===== src/hw/rtl/q2e_pkg.sv =====
// Shared types, widths and the arctangent table for the quaternion to Euler block.
package q2e_pkg;

    localparam int T_W       = 36;   // Q8.28 term width, covers non-unit inputs
    localparam int S_W       = 30;   // clamped asin argument, |t2| <= 2^28
    localparam int ANG_W     = 32;   // angle accumulator, 2^31 = pi
    localparam int TAB_SIZE  = 30;
    localparam int QDEPTH    = 4;
    localparam int QPTR_W    = 2;
    localparam int QCNT_W    = 3;
    localparam int ISQ_STEPS = 29;   // one result bit per step, 57-bit radicand
    localparam int ISQ_W     = 58;
    localparam int RAD_W     = 57;
    localparam int CX_W      = 38;   // CORDIC datapath, headroom for the gain

    typedef logic signed [T_W-1:0] t_term;
    typedef logic [ANG_W-1:0]      t_ang;

    typedef struct packed {
        t_term                 t0;
        t_term                 t1;
        t_term                 t3;
        t_term                 t4;
        logic signed [S_W-1:0] t2;
        logic                  clamped;
    } t_terms;

    localparam t_term ONE_Q28 = t_term'(64'sd268435456);

    // atan(2^-i), 2^32 per full turn
    localparam t_ang ATAN_TAB [TAB_SIZE] = '{
        32'd536870912, 32'd316933406, 32'd167458907, 32'd85004756, 32'd42667331,
        32'd21354465,  32'd10679838,  32'd5340245,   32'd2670163,  32'd1335087,
        32'd667544,    32'd333772,    32'd166886,    32'd83443,    32'd41722,
        32'd20861,     32'd10430,     32'd5215,      32'd2608,     32'd1304,
        32'd652,       32'd326,       32'd163,       32'd81,       32'd41,
        32'd20,        32'd10,        32'd5,         32'd3,        32'd1
    };

endpackage


===== src/hw/rtl/q2e_fifo.sv =====
// Short request queue between front and back end.
module q2e_fifo (
    input  logic                       i_clk,
    input  logic                       i_rst_n,
    input  logic                       i_push,
    input  q2e_pkg::t_terms            i_data,
    input  logic                       i_pop,
    output q2e_pkg::t_terms            o_data,
    output logic                       o_not_empty,
    output logic [q2e_pkg::QCNT_W-1:0] o_count
);
    import q2e_pkg::*;

    t_terms              r_mem [QDEPTH];
    logic [QPTR_W-1:0]   r_wp, r_rp;
    logic [QCNT_W-1:0]   r_count;
    logic                w_pop;

    assign o_not_empty = (r_count != '0);
    assign w_pop       = i_pop & o_not_empty;
    assign o_data      = r_mem[r_rp];
    assign o_count     = r_count;

    always_ff @(posedge i_clk) begin
        if (!i_rst_n) begin
            r_wp    <= '0;
            r_rp    <= '0;
            r_count <= '0;
        end else begin
            if (i_push) r_wp <= r_wp + 1'b1;
            if (w_pop)  r_rp <= r_rp + 1'b1;
            r_count <= r_count + QCNT_W'(i_push) - QCNT_W'(w_pop);
        end
    end

    always_ff @(posedge i_clk) begin
        if (i_push) r_mem[r_wp] <= i_data;
    end

endmodule


===== config.mk =====
export PLATFORM = sky130hd
export DESIGN_NAME = q2e_fifo
export DESIGN_NICKNAME = d
export VERILOG_FILES = /design/src/hw/rtl/q2e_pkg.sv /design/src/hw/rtl/q2e_fifo.sv
export SDC_FILE = /design/constraint.sdc
export NUM_CORES = 1
export LEC_CHECK = 0
export BUFFER_PORTS_ARGS = -buffer_cell sky130_fd_sc_hd__buf_4
export CORE_MARGIN = 2
export CORE_UTILIZATION = 55
export DETAILED_ROUTE_END_ITERATION = 12
export PLACE_DENSITY_LB_ADDON = 0.15
export SYNTH_ARGS = -nofsm -noshare
export SYNTH_HDL_FRONTEND = slang
export SYNTH_SLANG_ARGS = --single-unit

===== constraint.sdc =====
create_clock -name i_clk -period 7.02 [get_ports i_clk]
set_input_delay 0.351 -clock i_clk [delete_from_list [all_inputs] [get_ports i_clk]]
set_output_delay 0.351 -clock i_clk [all_outputs]
set_load 0.005 [all_outputs]

==> results of run 1 <==
-- cell usage after synthesis --
cell and number:
and2_1 8, buf_1 2, buf_2 16, buf_4 2, buf_6 17, buf_8 1
clkbuf_1 1, dfxtp_1 9, edfxtp_1 700, fa_1 1, ha_1 6, inv_1 6
mux2i_1 4, mux4_2 175, nand2_1 2, nand2b_1 2, nor2b_1 1, o311ai_0 1
o31a_1 1, or3_1 1, xnor3_1 1, xor2_1 1
-- state kept, by name (all words and copies together) (netlist names), named ones only --
| signal | count |
|---|---|
| r_rp | 2 |
| r_mem | 700 |
| o_count | 3 |
| r_wp | 2 |
-- power by group through the flow --
stage / logic [W] / registers (W) / clock network [W]
2_1_floorplan: 0.00107 / 0.00503 / 0
3_3_place_gp: 0.00186 / 0.00505 / 0
3_5_place_dp: 0.00187 / 0.00506 / 0
4_1_cts: 0.00196 / 0.00497 / 0.00380
5_1_grt: 0.00206 / 0.00499 / 0.00397
6_report: 0.00191 / 0.00497 / 0.00371
-- cell type report --
cell class                 instances  area [um^2]
antenna                            1         2.50
clock buffer                      95         1970
clock inverter                    29          320
fill                            2694        13300
inverter                           6         22.5
multi-input combinational        204         4220
sequential                       709        21200
tap                              607          759
timing repair buffer             543         4560
-- worst min path at each step --
stage | from | to | slack, ns
3_3_place_gp | r_rp[1] | flop | 0.45
4_1_cts | i_rst_n | o_count[1] | 0.01
6_report | i_rst_n | o_count[1] | 0.04
2_1_floorplan | r_rp[1] | flop | 0.45
5_1_grt | i_rst_n | o_count[2] | 0.05
3_5_place_dp | r_rp[1] | flop | 0.47
-- cells by family after synthesis --
group / share of synthesized area, %
DFF: 82.4
adders and majority gates: 0.369
and+or+nand+nor: 0.321
xor gates and xnor gates: 0.122
AOI/OAI and AO/OA: 0.0681
muxes: 15.5
buffers and inverters: 1.30
-- per-stage QoR --
step | cell area [um^2] | total power [W]
3_5_place_dp | 29000 | 0.00693
4_1_cts | 33100 | 0.0107
6_report | 33100 | 0.0106
2_1_floorplan | 25700 | 0.00610
3_3_place_gp | 29000 | 0.00691
5_1_grt | 33100 | 0.0110
-- worst reg2reg max path, delay by kind of cell, from the launching register on --
family | cells | cell delay (ns)
fa+ha+maj | 1 | 0.16
buf+inv | 2 | 0.66
flops | 1 | 0.35
simple gates | 1 | 0.75
-- per-layer routing --
layer  up-vias  wire length, um  track usage [%]
li1       5314                -                -
met1      6314            20100             28.7
met2       420            25600             33.9
met3        80             4090             5.68
met4         2             1160             7.27
met5         -               13                0
-- timing repair --
item                                    in CTS  in global routing
hold endpoints to repair                   700                  0
endpoints found under the setup margin       0                  0
hold buffers                               175                  0
==> impl_metrics.tcl, run 1 <==
set metrics [dict create \
    critPathCapture "o_data[151]" \
    postRouteAntennaNets 0 \
    dp_cells 1894 \
    cts_tree "yes" \
    cts.htree.levels 3 \
    start_util_pct 55.5 \
    via_per_inst 5.53 \
    setup_viol 0 \
    nNetsFinal 1721 \
    worstReg2RegStart "r_wp[0]" \
    syn2layout_area_growth_pct 28.5 \
    place_ws_ns 4.30 \
    grt_pass1_vias 12600 \
    cts_sinks 709 \
    worst_path_largest_cell_delay_ns 1.00 \
    power_density_nw_per_um2 320 \
    post-route-min-period_ns 3.32 \
    drc 0 \
    finalCritPeriodShare_pct 47.3 \
    layout-drive-gt1-share_pct 40.4 \
    die_x_um 220 \
    post_synth.cell_area_avg_um2 26.9 \
    synth-seq-cells 709 \
    internal_power_w 0.00820 \
    clock_power_share_pct 35.0 \
    worst_setup_path_end_kind "output port" \
    fin_util_pct 71.3 \
    ios 358 \
    arrival_ns 2.97 \
    critPathRequiredTime_ns 6.67 \
    place.gp.congestion 0.749 \
    num_vias 12100 \
    wl_per_cell_um 23.2 \
    wl_mm 50.9 \
    slowest_stage "dfxtp_4" \
    cts.root.buffer_cell "clkbuf_16" \
    slew_violations 0 \
    synth_top_cell_area_share_pct 81.7 \
    numPortBuffers 357 \
    p_seq_share_pct 46.9 \
    drv_cap 0 \
    mostFrequentLayoutCells "700 x edfxtp_1, 364 x buf_4, 175 x mux4_2, 175 x dlygate4sd3_1, 76 x clkbuf_16" \
    dp_hpwl_mm 28.4 \
    irDropWorstVdd_mv 0.259 \
    globalRouteOverflowTotal 0 \
    hold_ws_ns 0.0415 \
    cts_max_path_buffers 3 \
    max_freq_mhz 301 \
    grt_pass1_wl_mm 75.9 \
    fin_ws_ns 3.70 \
    antenna_found_initial 2 \
    coreArea_um2 46400 \
    die_area_um2 48600 \
    crit_buf_inv 2 \
    worst_slew_margin_rel_pct 28.5 \
    die_y_um 220 \
    syn_inst 958 \
    synth_seq_area_share_pct 82.4 \
    reg2reg_to "r_mem[2][18]" \
    yosys_warnings 0 \
    numCtsBuffers 71 \
    r2r_cells 4 \
    synth_fp_nets 1144 \
    cp_top_family "flip-flops" \
    cts_resized 0 \
    p_leak_nw 11.2 \
    switching_share_pct 22.5 \
    track_usage_pct 21.2 \
    firstDrtPassIters 5 \
    critPathMaxFanout 113 \
    drt_iter0_drc 929 \
    rsz0062_at_grt "false" \
    path_class "flop to output port" \
    netlist_area_um2 25700 \
    finalNonFillerCells 2194 \
    insertion_delay_ns 0.59 \
    crit_chain "buf_12 -> mux4_2 -> buf_4" \
    row_count 79 \
    synth_top_cell_by_area "edfxtp_1" \
    status "finished, final reports clean" \
    synth.area.top_cells "edfxtp_1 82%, mux4_2 15%, buf_6 0.74%" \
    finClkSkew_ns 0.0188 \
    tns_ns 0 \
    hold_viol 0 \
    cp_num_cells 3 \
    postCtsSetupBuffers 0 \
    hp-class "input port to flop" \
    critPathLaunchType "flop" \
    power.switching_w 0.00238 \
    final_common_cell "edfxtp_1" \
    combinationalPowerShare_pct 18.1 \
    r2r_setup_slack_ns 4.46 \
    synthDistinctLibCells 22 \
    path_clk_slew_ns 0.06 \
    hold_depth 2 \
    grt_max_degree 120 \
    worst_pin_slew_ns 1.07 \
]
Power figures use the tool's default switching activity.
==> inputs of run 2 (changes only) <==
==> constraint.sdc (replaced) <==
create_clock -name i_clk -period 3.2 [get_ports i_clk]
set_input_delay 0.16 -clock i_clk [delete_from_list [all_inputs] [get_ports i_clk]]
set_output_delay 0.16 -clock i_clk [all_outputs]
set_load 0.005 [all_outputs]
==> impl_metrics.tcl, run 2 (synthesized netlist as in run 1, its figures left out) <==
set metrics [dict create \
    finalNonFillerCells 2215 \
    start_util_pct 55.5 \
    wl_mm 52.4 \
    worst_slew_margin_rel_pct 54.4 \
    worst_pin_slew_ns 0.683 \
    layout-drive-gt1-share_pct 41.4 \
    coreArea_um2 46400 \
    grt_pass1_vias 12900 \
    firstDrtPassIters 5 \
    drv_cap 0 \
    die_x_um 220 \
    finalCritPeriodShare_pct 80.9 \
    dp_hpwl_mm 30.5 \
    num_vias 12200 \
    post-route-min-period_ns 2.59 \
    row_count 79 \
    mostFrequentLayoutCells "700 x edfxtp_1, 366 x buf_4, 178 x dlygate4sd3_1, 175 x mux4_2, 75 x clkbuf_16" \
    numCtsBuffers 71 \
    critPathRequiredTime_ns 3.04 \
    cts_sinks 709 \
    tns_ns 0 \
    r2r_cells 7 \
    insertion_delay_ns 0.59 \
    grt_max_degree 72 \
    worst_setup_path_end_kind "output port" \
    power_density_nw_per_um2 692 \
    arrival_ns 2.43 \
    irDropWorstVdd_mv 0.573 \
    cts.htree.levels 3 \
    track_usage_pct 21.6 \
    hold_viol 0 \
    die_y_um 220 \
    wl_per_cell_um 23.7 \
    cts_tree "yes" \
    place_area_um2 29300 \
    cts_resized 0 \
    postLayoutCellArea_um2 33300 \
    rsz0062_at_grt "false" \
    drc 0 \
    cts.root.buffer_cell "clkbuf_16" \
    critPathLaunchType "flop" \
    hold_ws_ns 0.312 \
    dp_cells 1911 \
    die_area_um2 48600 \
    antenna_found_initial 4 \
    numPortBuffers 357 \
    grt_pass1_wl_mm 76.4 \
    postRouteAntennaNets 0 \
    via_per_inst 5.50 \
    largest-register "r_mem" \
    path_class "flop to output port" \
    slew_violations 0 \
    largest_reg_flops 700 \
    cts_max_path_buffers 3 \
    path_clk_slew_ns 0.06 \
    critPathMaxFanout 20 \
    max_freq_mhz 386 \
    fin_util_pct 71.9 \
    hp-class "input port to flop" \
    final_common_cell "edfxtp_1" \
    nNetsFinal 1741 \
    p_leak_nw 11.3 \
    place.gp.congestion 0.745 \
    status "finished, final reports clean" \
    setup_viol 0 \
    globalRouteOverflowTotal 0 \
    drt_iter0_drc 850 \
    finClkSkew_ns 0.0150 \
    hold_depth 2 \
    ios 358 \
    syn2layout_area_growth_pct 29.4 \
]
-- run 2: where the power goes --
group	leakage [nW]	switching [W]	internal [W]
Clock	1.08	0.00327	0.00450
Combinational	3.75	0.00186	0.00252
Sequential	6.50	0.000198	0.0107
Total	11.3	0.00533	0.0177
-- run 2: worst paths after layout --
kind,from,end,slack (ns)
worst min register to register,r_rp[1],flop,0.50
worst max-delay path,flop,o_data[58],0.61
worst max register to register,o_count[1],o_count[2],1.05
worst min-delay path,i_data[57],r_mem[0][57],0.31
-- run 2: what timing repair did --
action | CTS | global route
setup buffers | 0 | 0
hold buffers | 178 | 0
hold endpoints to repair | 709 | 0
-- run 2: final cells by class --
| cell class | count | area (um^2) |
|---|---|---|
| clock inverters | 35 | 235 |
| clock buffers | 89 | 1960 |
| repair buffers | 563 | 4910 |
| inverters | 6 | 22.5 |
| well taps | 607 | 759 |
| multi-input cells | 204 | 4220 |
| fillers | 2680 | 13000 |
| flip-flops and latches | 709 | 21200 |
| diodes | 2 | 5.00 |
-- run 2: critical path: stages, from the launching register on --
cell     delay, ns
dfxtp_4       0.63
buf_4         0.44
mux4_2        0.59
buf_4         0.16
-- run 2: stage by stage --
stage	setup slack (ns)	total power [W]
global route	0.446	0.0239
detailed placement	1.12	0.0153
CTS	0.553	0.0233
floorplan	0.0728	0.0133
global placement	1.16	0.0153
finish	0.612	0.0230
-- run 2: per-layer routing --
metal | GRT usage (%) | wire, um | share of wire, %
met1 | 28.4 | 20700 | 40
met3 | 6.47 | 3810 | 7.3
met4 | 7.09 | 1550 | 3.0
met5 | 0 | 27 | 0.051
met2 | 34.9 | 26300 | 50
==> inputs of run 3 (changes only) <==
--- a/config.mk
+++ b/config.mk
@@ -5,6 +5,7 @@
 export SDC_FILE = /design/constraint.sdc
 export NUM_CORES = 1
 export LEC_CHECK = 0
+export ABC_AREA = 1
 export BUFFER_PORTS_ARGS = -buffer_cell sky130_fd_sc_hd__buf_4
 export CORE_MARGIN = 2
 export CORE_UTILIZATION = 55
==> constraint.sdc (replaced) <==
create_clock -name i_clk -period 2.6 [get_ports i_clk]
set_input_delay 0.13 -clock i_clk [delete_from_list [all_inputs] [get_ports i_clk]]
set_output_delay 0.13 -clock i_clk [all_outputs]
set_load 0.005 [all_outputs]
==> impl_metrics.tcl, run 3 <==
set metrics [dict create \
    status "finished, final reports clean" \
    p_leak_nw 11.8 \
    nFillCells 3109 \
    cts.htree.levels 3 \
    via_per_inst 5.66 \
    post-route-min-period_ns 2.53 \
    synth_xor_area_share_pct 0 \
    synth_edf_count 700 \
    power_density_nw_per_um2 873 \
    track_usage_pct 24.2 \
    r2r_setup_slack_ns 0.69 \
    worstHoldStart "i_data[19]" \
    synth_mux_area_share_pct 0 \
    cts.root.buffer_cell "clkbuf_16" \
    whs_endpoint "r_mem[1][19]" \
    largest-register "r_mem" \
    slew_violations 0 \
    worst_slew_margin_rel_pct 29.9 \
    antenna_found_initial 4 \
    synth.area.top_cells "edfxtp_1 80%, nor2_1 5.0%, o21ai_0 4.5%" \
    grt_pass1_vias 16600 \
    setup_viol 0 \
    synth_top_cell_area_share_pct 79.6 \
    hold_viol 0 \
    post_synth.cell_area_avg_um2 15.1 \
    drv_cap 0 \
    reg2reg_to "o_count[0]" \
    postRouteAntennaNets 0 \
    gr-usage-met2_pct 39.8 \
    row_count 80 \
    synth_top_cell_by_area "edfxtp_1" \
    critPathRequiredTime_ns 2.47 \
    num_vias 16700 \
    finalCritPeriodShare_pct 97.1 \
    synth_common_cells "700 x edfxtp_1, 355 x nor2_1, 237 x o21ai_0" \
    grt_pass1_wl_mm 92.1 \
    use_met1_pct 31.3 \
    nNetsFinal 2462 \
    netlist_area_um2 26400 \
    worst_pin_slew_ns 1.05 \
    die_area_um2 49800 \
    cts_max_path_buffers 3 \
    irDropWorstVdd_mv 1.07 \
    path_clk_slew_ns 0.06 \
    synthDistinctLibCells 22 \
    tns_ns 0 \
    cts_sinks 709 \
    arrival_ns 2.40 \
    hp-class "input port to flop" \
    r2r_cells 8 \
    ios 358 \
    worst_setup_path_end_kind "output port" \
    wl_per_cell_um 20.6 \
    dp_hpwl_mm 33.2 \
    synth_compound_area_share_pct 10.9 \
    insertion_delay_ns 0.60 \
    place.gp.congestion 0.770 \
    hold_depth 2 \
    worstReg2RegStart "o_count[1]" \
    largest_reg_flops 700 \
    final_common_cell "edfxtp_1" \
    syn2layout_area_growth_pct 27.3 \
    globalRouteOverflowTotal 0 \
    grt-busiest-layer "met2" \
    critPathMaxFanout 183 \
    yosys_warnings 0 \
    finalNonFillerCells 2947 \
    max_freq_mhz 396 \
    mostFrequentLayoutCells "700 x edfxtp_1, 368 x buf_4, 355 x nor2_1, 237 x o21ai_0, 179 x dlygate4sd3_1" \
    drc 0 \
    finClkSkew_ns 0.0141 \
    drt_iter0_drc 1214 \
    coreArea_um2 47500 \
    yosysMostFrequentCell "edfxtp_1" \
    gr-usage-met3_pct 6.51 \
    rsz0062_at_grt "false" \
    firstDrtPassIters 5 \
    postCtsSetupBuffers 0 \
    die_y_um 223 \
    cts_tree "yes" \
    grt_max_degree 184 \
    numPortBuffers 357 \
    synth_top_family_by_area "compound AO/OA/AOI/OAI gates" \
    synth-seq-cells 709 \
    ys.flop_type "edfxtp_1" \
    syn_inst 1752 \
    synthSimpleGateAreaFrac_pct 5.28 \
    postLayoutCellArea_um2 33600 \
    numCtsBuffers 70 \
    path_class "flop to output port" \
    wl_mm 60.9 \
    synthAdderAreaFrac_pct 0.360 \
    critPathLaunchType "flop" \
    synth_seq_area_share_pct 80.3 \
    layout-drive-gt1-share_pct 21.5 \
    die_x_um 223 \
    start_util_pct 55.5 \
    async_reset_ff_share_pct 0 \
    place_area_um2 29600 \
    synth_fp_nets 1938 \
    dp_cells 2640 \
]
==> run 3: cell type report <==
class	count	area [um^2]	area share (%)
Antenna cell	5	12.5	0.0372
Clock buffer	87	1880	5.59
Clock inverter	36	288	0.856
Inverter	17	93.8	0.279
Multi-Input combinational cell	911	4400	13.1
Sequential cell	709	21200	63.1
Tap cell	615	769	2.29
Timing Repair Buffer	567	4950	14.7
==> run 3: routing by layer <==
layer | vias up | wire length, um
met1 | 8275 | 24600
li1 | 7711 | -
met2 | 582 | 30000
met3 | 104 | 4520
met5 | - | 0
met4 | 0 | 1730
==> run 3: cells by family after synthesis <==
kind of cell,after synthesis
flops,709
simple gates,371
compound gates,533
fa+ha+maj,7
buf+inv,132
==> run 3: worst max path at each step <==
stage / startpoint / depth (start not counted) / slack, ns / end
detailed placement: flop / 4 / 0.79 / o_data[127]
finish: flop / 4 / 0.07 / o_data[106]
floorplan: r_wp[0] / 4 / -1.0 / r_mem[0][0]
global placement: flop / 5 / 0.81 / o_data[127]
global route: flop / 4 / 0.003 / o_data[97]
CTS: flop / 4 / 0.12 / o_data[137]
==> run 3: repair_timing <==
item                                   4_1_cts  5_1_grt
gates resized for setup                      0        0
hold buffers                               179        0
endpoints found under the hold margin      709        0
==> run 3: power by group <==
| group | internal [W] | switching, W | total [W] | leakage, nW |
|---|---|---|---|---|
| registers | 0.0131 | 0.000149 | 0.0133 | 6.51 |
| logic | 0.00274 | 0.00373 | 0.00648 | 4.26 |
| clock network | 0.00560 | 0.00401 | 0.00962 | 1.07 |
==> run 3: critical path, stage by stage (launching register included) <==
cell,delay [ns]
dfxtp_4,0.41
buf_12,0.38
o21ai_0,0.24
o22ai_1,0.23
buf_4,0.14
==> run 3: stage by stage <==
| stage | setup WS (ns) | hold slack (ns) | utilization [%] | total power (W) |
|---|---|---|---|---|
| after detailed placement | 0.788 | 0.332 | 62.3 | 0.0197 |
| after CTS | 0.123 | 0.234 | 70.7 | 0.0295 |
| after global placement | 0.806 | 0.330 | 62.3 | 0.0196 |
| after global routing | 0.00338 | 0.260 | 70.7 | 0.0305 |
| final | 0.0749 | 0.275 | 70.7 | 0.0293 |
| after floorplan | -0.999 | 0.223 | - | 0.0168 |
